===== config.mk =====
export PLATFORM = sky130hd
export DESIGN_NAME = ml_soft_block_decoder
export DESIGN_NICKNAME = d
export VERILOG_FILES = /design/src/rtl/core/msbd_pkg.sv /design/src/rtl/core/ml_soft_block_decoder.sv
export SDC_FILE = /design/constraint.sdc
export NUM_CORES = 1
export LEC_CHECK = 0
export BUFFER_PORTS_ARGS = -buffer_cell sky130_fd_sc_hd__buf_2
export CAP_MARGIN = 20
export CORE_MARGIN = 2
export CORE_UTILIZATION = 55
export DETAILED_ROUTE_END_ITERATION = 10
export PLACE_DENSITY = 0.72
export SLEW_MARGIN = 10
export SYNTH_ARGS = -nofsm -noshare
export SYNTH_HDL_FRONTEND = slang
export SYNTH_SLANG_ARGS = --single-unit

===== constraint.sdc =====
create_clock -name clk -period 7.8 [get_ports clk]
set_clock_uncertainty 0.05 [all_clocks]
set_input_delay 1.95 -clock clk [delete_from_list [all_inputs] [get_ports clk]]
set_output_delay 1.95 -clock clk [all_outputs]
set_load 0.02 [all_outputs]

===== src/rtl/core/msbd_pkg.sv =====
`default_nettype none

package msbd_pkg;

	// Generator matrix: eight rows, one code word each
	localparam int ROW_COUNT = 8;
	localparam int CFG_IDX_W = 3;
	localparam int WORD_W    = 16;

	// Distance output width and its saturation value
	localparam int DIST_W = 27;
	localparam logic [DIST_W-1:0] DIST_MAX = {DIST_W{1'b1}};

	// BPSK level for +1.0 in sample units
	localparam int ONE_LEVEL = 512;

	// Tag that travels with each position through the distance pipeline
	typedef struct packed {
		logic valid;
		logic first_pos;
		logic last_pos;
		logic first_cand;
		logic last_cand;
	} tag_t;

endpackage

`default_nettype wire


===== src/rtl/core/ml_soft_block_decoder.sv =====
`default_nettype none
// Maximum likelihood soft decision block decoder.
// Samples arrive on soft_sample, one request per cycle at most, taken at a
// clock edge with start high and busy low. After CODE_LENGTH samples the
// block raises busy and tries every code word: messages 1 .. 2^MESSAGE_BITS-1
// and then 0, each word the XOR of the generator rows its message selects.
// One squaring multiplier and one accumulator are shared by all candidates;
// each candidate is scored over all CODE_LENGTH positions, one per cycle.
// When the search is over, result_valid pulses for exactly one cycle with
// decoded_codeword and best_distance, and busy drops in the same cycle.
// No request is taken while busy is high; the first request of the next
// block may be taken in the result cycle.
// The receiver cannot stall: the result is shown once and not repeated.
// Generator rows are written through cfg_we / cfg_index / cfg_wdata; the
// user must write them only while the block is idle, which the block itself
// does not enforce. Reset clears the rows, the sample count and all control
// state; a partly collected block is dropped.
module ml_soft_block_decoder
	import msbd_pkg::*;
#(
	parameter int CODE_LENGTH  = 16,
	parameter int MESSAGE_BITS = 8,
	parameter int SAMPLE_BITS  = 12
) (
	input  wire logic                   clk,
	input  wire logic                   arst_n,
	input  wire logic                   start,
	output logic                        busy,
	input  wire logic [SAMPLE_BITS-1:0] soft_sample,
	input  wire logic                   cfg_we,
	input  wire logic [CFG_IDX_W-1:0]   cfg_index,
	input  wire logic [WORD_W-1:0]      cfg_wdata,
	output logic                        result_valid,
	output logic [WORD_W-1:0]           decoded_codeword,
	output logic [DIST_W-1:0]           best_distance
);

	localparam int POS_W  = $clog2(CODE_LENGTH);
	localparam int CAND_W = MESSAGE_BITS + 1;
	localparam int MAG_W  = (SAMPLE_BITS > 10) ? SAMPLE_BITS : 10;
	localparam int DW     = MAG_W + 2;
	localparam int SQW    = 2 * DW;
	localparam int AW     = SQW + POS_W;
	localparam int CW     = (AW > DIST_W) ? AW : DIST_W;
	localparam int XW     = (CODE_LENGTH > WORD_W) ? CODE_LENGTH : WORD_W;

	localparam logic [POS_W-1:0]  POS_LAST = POS_W'(CODE_LENGTH - 1);
	localparam logic [CAND_W-1:0] CAND_ONE = CAND_W'(1);
	localparam logic [CAND_W-1:0] CAND_END = CAND_W'(2 ** MESSAGE_BITS);
	localparam logic signed [DW-1:0] LVL   = DW'(ONE_LEVEL);

	localparam logic [1:0] ST_IDLE  = 2'd0;
	localparam logic [1:0] ST_RUN   = 2'd1;
	localparam logic [1:0] ST_DRAIN = 2'd2;

	logic [1:0]             state_q;
	logic [WORD_W-1:0]      gen_row_q [ROW_COUNT];
	logic [SAMPLE_BITS-1:0] sample_mem [CODE_LENGTH];
	logic [POS_W-1:0]       cnt_q;
	logic [POS_W-1:0]       pos_q;
	logic [CAND_W-1:0]      cand_q;
	logic [WORD_W-1:0]      word_q;

	logic [SAMPLE_BITS-1:0] samp_s1;
	logic                   bit_s1;
	logic [WORD_W-1:0]      word_s1;
	tag_t                   tag_s1;
	logic [SQW-1:0]         sq_s2;
	logic [WORD_W-1:0]      word_s2;
	tag_t                   tag_s2;

	logic [AW-1:0]          acc_q;
	logic [AW-1:0]          best_dist_q;
	logic [WORD_W-1:0]      best_word_q;
	logic [WORD_W-1:0]      res_word_q;
	logic [DIST_W-1:0]      res_dist_q;
	logic                   done_q;

	logic                   accept;
	logic                   issue;
	logic                   cand_wrap;
	logic [MESSAGE_BITS-1:0] msg_next;
	logic [WORD_W-1:0]      word_next;
	logic [XW-1:0]          word_x;
	logic signed [DW-1:0]   samp_ext;
	logic signed [DW-1:0]   diff;
	logic signed [SQW-1:0]  diff_w;
	logic [SQW-1:0]         sq;
	tag_t                   tag_now;
	logic [AW-1:0]          acc_sum;
	logic                   take_new;
	logic                   finish;
	logic [AW-1:0]          fin_dist;
	logic [WORD_W-1:0]      fin_word;
	logic [DIST_W-1:0]      fin_sat;

	assign busy   = (state_q != ST_IDLE);
	assign accept = start && !busy;
	assign issue  = (state_q == ST_RUN);

	// Next candidate word: XOR of rows selected by the next message
	assign msg_next = MESSAGE_BITS'(cand_q + CAND_ONE);
	always_comb begin
		word_next = '0;
		for (int b = 0; b < MESSAGE_BITS; b++) begin
			if (msg_next[b]) begin
				word_next = word_next ^ gen_row_q[b];
			end
		end
	end

	// Stage 0: pick the code bit; the sample is read in the datapath block
	assign word_x    = XW'(word_q);
	assign cand_wrap = (cand_q == CAND_END);

	always_comb begin
		tag_now.valid      = issue;
		tag_now.first_pos  = (pos_q == '0);
		tag_now.last_pos   = (pos_q == POS_LAST);
		tag_now.first_cand = (cand_q == CAND_ONE);
		tag_now.last_cand  = cand_wrap;
	end

	// Stage 1: sample minus the sent level, then the squaring multiplier
	assign samp_ext = DW'($signed(samp_s1));
	assign diff     = bit_s1 ? (samp_ext + LVL) : (samp_ext - LVL);
	assign diff_w   = SQW'(diff);
	assign sq       = $unsigned(diff_w * diff_w);

	// Stage 2: accumulate and compare against the best so far
	assign acc_sum  = (tag_s2.first_pos ? '0 : acc_q) + AW'(sq_s2);
	assign take_new = tag_s2.first_cand || (acc_sum < best_dist_q);
	assign finish   = tag_s2.valid && tag_s2.last_pos && tag_s2.last_cand;
	assign fin_dist = take_new ? acc_sum : best_dist_q;
	assign fin_word = take_new ? word_s2 : best_word_q;
	assign fin_sat  = (CW'(fin_dist) > CW'(DIST_MAX)) ? DIST_MAX : DIST_W'(fin_dist);

	// Control: sequencer, counters, generator rows, pipeline tags
	always_ff @(posedge clk or negedge arst_n) begin
		if (!arst_n) begin
			state_q <= ST_IDLE;
			cnt_q   <= '0;
			pos_q   <= '0;
			cand_q  <= '0;
			tag_s1  <= '0;
			tag_s2  <= '0;
			done_q  <= 1'b0;
			for (int r = 0; r < ROW_COUNT; r++) begin
				gen_row_q[r] <= '0;
			end
		end else begin
			if (cfg_we) begin
				gen_row_q[cfg_index] <= cfg_wdata;
			end
			tag_s1 <= tag_now;
			tag_s2 <= tag_s1;
			done_q <= finish;
			case (state_q)
				ST_IDLE: begin
					if (accept) begin
						if (cnt_q == POS_LAST) begin
							cnt_q   <= '0;
							pos_q   <= '0;
							cand_q  <= CAND_ONE;
							state_q <= ST_RUN;
						end else begin
							cnt_q <= cnt_q + 1'b1;
						end
					end
				end
				ST_RUN: begin
					if (pos_q == POS_LAST) begin
						pos_q <= '0;
						if (cand_wrap) begin
							cand_q  <= '0;
							state_q <= ST_DRAIN;
						end else begin
							cand_q <= cand_q + 1'b1;
						end
					end else begin
						pos_q <= pos_q + 1'b1;
					end
				end
				ST_DRAIN: begin
					if (finish) begin
						state_q <= ST_IDLE;
					end
				end
				default: begin
					state_q <= ST_IDLE;
				end
			endcase
		end
	end

	// Datapath: sample store, candidate word, pipeline payload, best tracking
	always_ff @(posedge clk) begin
		if (accept) begin
			sample_mem[cnt_q] <= soft_sample;
		end
		if ((accept && cnt_q == POS_LAST) || (issue && pos_q == POS_LAST && !cand_wrap)) begin
			word_q <= word_next;
		end
		samp_s1 <= sample_mem[pos_q];
		bit_s1  <= word_x[pos_q];
		word_s1 <= word_q;
		sq_s2   <= sq;
		word_s2 <= word_s1;
		if (tag_s2.valid) begin
			acc_q <= acc_sum;
			if (tag_s2.last_pos && take_new) begin
				best_dist_q <= acc_sum;
				best_word_q <= word_s2;
			end
		end
	end

	// Result registers, cleared at reset
	always_ff @(posedge clk or negedge arst_n) begin
		if (!arst_n) begin
			res_word_q <= '0;
			res_dist_q <= '0;
		end else if (finish) begin
			res_word_q <= fin_word;
			res_dist_q <= fin_sat;
		end
	end

	assign result_valid     = done_q;
	assign decoded_codeword = res_word_q;
	assign best_distance    = res_dist_q;

endmodule

`default_nettype wire


==> flow_summary.json <==
{
  "synth_most_common_cell": "edfxtp_1",
  "setup_viol": 0,
  "num_io_pins": 80,
  "fill_cells": 4233,
  "clock.fmax_ghz": 0.137,
  "endpoint_kind": "flop",
  "drtAntennaViolNets": 0,
  "critical-path-max-stage-delay_ns": 0.72,
  "cts_tree": "done",
  "syn_inst": 2418,
  "synth_common_cells": "edfxtp_1, inv_1, nand2_1",
  "grt_pass1_vias": 19500,
  "rows": 86,
  "drcViolationCount": 0,
  "htree_levels": 2,
  "clkLatencyLatePin_ns": 0.62,
  "synth-async-reset-ratio_pct": 35.8,
  "path_class": "reg -> reg",
  "die_x_um": 240,
  "grt_overflow": 0,
  "post_cts_buffers": 0,
  "rsz0062_at_grt": "no",
  "clock_sink_count": 561,
  "critPathBufInv": 6,
  "final_nets": 2831,
  "synthTopCellsByArea": "edfxtp_1, dfrtp_1, fa_1, ha_1, mux2_2",
  "grt_pass1_wl_um": 102000,
  "grt_usage_pct": 22.8,
  "wl_per_cell_um": 19.0,
  "slew_viol_final": 0,
  "place.gp.congestion": 0.846,
  "drtPass1Iterations": 5,
  "ys_ff_latch": 561,
  "avgSynthCellArea_um2": 12.6,
  "cts_resized": 0,
  "arrival_ns": 7.75,
  "die_h_um": 240,
  "io_buffer_count": 79,
  "core-area_um2": 55000,
  "grt_max_degree": 169,
  "outcome": "completed",
  "synthToLayoutAreaGrowth_pct": 10.4,
  "synth_edf_count": 288,
  "tns_ns": 0,
  "r2r_setup_slack_ns": 0.50,
  "synth-seq-area-share_pct": 49.5,
  "totalWireLength_um": 62600,
  "worst_setup_path_start_kind": "flop",
  "synth_area_um2": 30500,
  "drtIter0Drc": 1186,
  "via_count": 18300,
  "clk_path_buf_depth": 3,
  "crit_family": "adder cells",
  "yosysUniqueCellTypes": 74,
  "critPathSlowestCell": "fa_1",
  "cts_hold_buf": 0,
  "whs_endpoint": "word_s2[12]$_DFF_P_",
  "clk_pin_slew_worst_paths_ns": 0.06,
  "worst_pin_slew_ns": 1.09,
  "register_area_um2": 15100,
  "drive_gt1_share_pct": 16.2,
  "cp_max_fo": 15,
  "root_buffer": "clkbuf_16",
  "die_area_um2": 57400,
  "rr_worst_depth": 25,
  "holdPathStages": 0,
  "cts_buffers": 57,
  "hp-class": "reg -> reg",
  "synth_flop_cell": "edfxtp_1",
  "r2r_end": "sq_s2[27]$_DFF_P_",
  "vias_per_cell": 5.56,
  "worst_ep_required_time_ns": 8.25,
  "diodes": 0,
  "hold_start": "word_s1[12]$_DFF_P_",
  "period_share_pct": 93.6,
  "syn_nets": 2753,
  "synth_top_area_share_pct": 28.3,
  "synth_top_area_cell": "edfxtp_1",
  "dp_hpwl_um": 42900,
  "multi_input_area_um2": 14200,
  "hold_viol_final": 0,
  "max_slew_margin_pct": 27.3,
  "drv_cap": 0,
  "antenna_found_initial": 2,
  "yosysWarnings": 0,
  "rr_startpoint": "bit_s1$_DFF_P_",
  "layout_min_cycle_time_ns": 7.30,
  "initial_core_util_pct": 55.5
}
[worst reg2reg max path, stage by stage, from the launching register on]
cell	delay, ns
dfxtp_1	0.35
inv_1	0.07
ha_1	0.31
nand2_1	0.07
nand3b_1	0.12
mux2_2	0.32
inv_1	0.26
and2_1	0.30
fa_1	0.72
inv_1	0.14
fa_1	0.55
inv_1	0.05
fa_1	0.46
fa_1	0.54
inv_1	0.06
fa_1	0.50
fa_1	0.55
inv_1	0.04
ha_1	0.36
a21oi_1	0.16
o221ai_1	0.21
nor3_1	0.23
a21oi_1	0.14
a211oi_1	0.35
a21oi_1	0.14
xnor2_1	0.13
[stage by stage]
stage | instances | utilization (%) | instance area (µm²) | hold WS (ns) | setup WS (ns)
after floorplan | 2418 | - | 30500 | 0.260 | 1.06
after global placement | 3184 | 57.8 | 31800 | 0.261 | 0.857
after detailed placement | 3185 | 57.9 | 31800 | 0.262 | 0.488
after CTS | 3291 | 61.3 | 33700 | 0.266 | 0.486
after global routing | 3291 | 61.3 | 33700 | 0.282 | 0.0447
final | 3291 | 61.3 | 33700 | 0.270 | 0.502
[final cells by class]
type                    count  area share, %
clock buffers              78           4.77
clock inverters            28          0.831
inverters                 268           2.98
multi-input cells        1506           42.0
flip-flops and latches    561           44.9
well taps                 748           2.78
repair buffers            102           1.77
[how the worst max path moves through the flow]
stage | from | endpoint | slack, ns | depth (start not counted)
after floorplan | tag_s2[3]$_DFF_PN0_ | best_dist_q[0]$_DFFE_PP_ | 1.06 | 19
after global placement | bit_s1$_DFF_P_ | sq_s2[27]$_DFF_P_ | 0.86 | 25
after detailed placement | bit_s1$_DFF_P_ | sq_s2[27]$_DFF_P_ | 0.49 | 25
after CTS | bit_s1$_DFF_P_ | sq_s2[27]$_DFF_P_ | 0.49 | 25
after global routing | bit_s1$_DFF_P_ | sq_s2[27]$_DFF_P_ | 0.04 | 26
final | bit_s1$_DFF_P_ | sq_s2[27]$_DFF_P_ | 0.50 | 25
[flip-flops by register name, summed over array words and instances (netlist names), 5 cells and up]
register          flops
cand_q                9
sq_s2                27
sample_mem          192
best_word_q          16
acc_q                32
tag_s2                5
word_s1              16
gen_row_q           128
best_distance        27
samp_s1              12
word_q               16
word_s2              16
tag_s1                5
best_dist_q          32
decoded_codeword     16
[placed cells by master (no fill, tap or decap), types with 48 or more instances in the layout]
master and instances:
fa_1 164, edfxtp_1 288, ha_1 136, clkbuf_16 59
o21ai_0 84, a21oi_1 72, and2_1 61, nand2_1 216
dfxtp_1 72, xnor2_1 147, buf_2 78, nor2_1 59
mux2_2 132, mux4_2 65, nor2b_1 48, dfrtp_1 199
inv_1 267
[cell families (layout without fill, tap and decap cells)]
logic type | Yosys count | after routing | share of synthesized area, %
fa+ha+maj | 300 | 300 | 16.3
flops | 561 | 561 | 49.5
mux | 218 | 218 | 10.4
buf+inv | 351 | 476 | 4.34
compound gates | 263 | 263 | 5.37
simple gates | 539 | 539 | 8.73
xor+xnor | 186 | 186 | 5.34
[routing by layer]
layer	track usage, %	share of wire, %	wire length, µm
met1	28.6	42	26000
met2	41.0	52	32600
met3	3.10	3.9	2420
met4	6.99	2.5	1590
met5	0	0.043	27
Power is not shown: default switching activity piles up to over one toggle a cycle in this logic, so the estimate is an artifact.
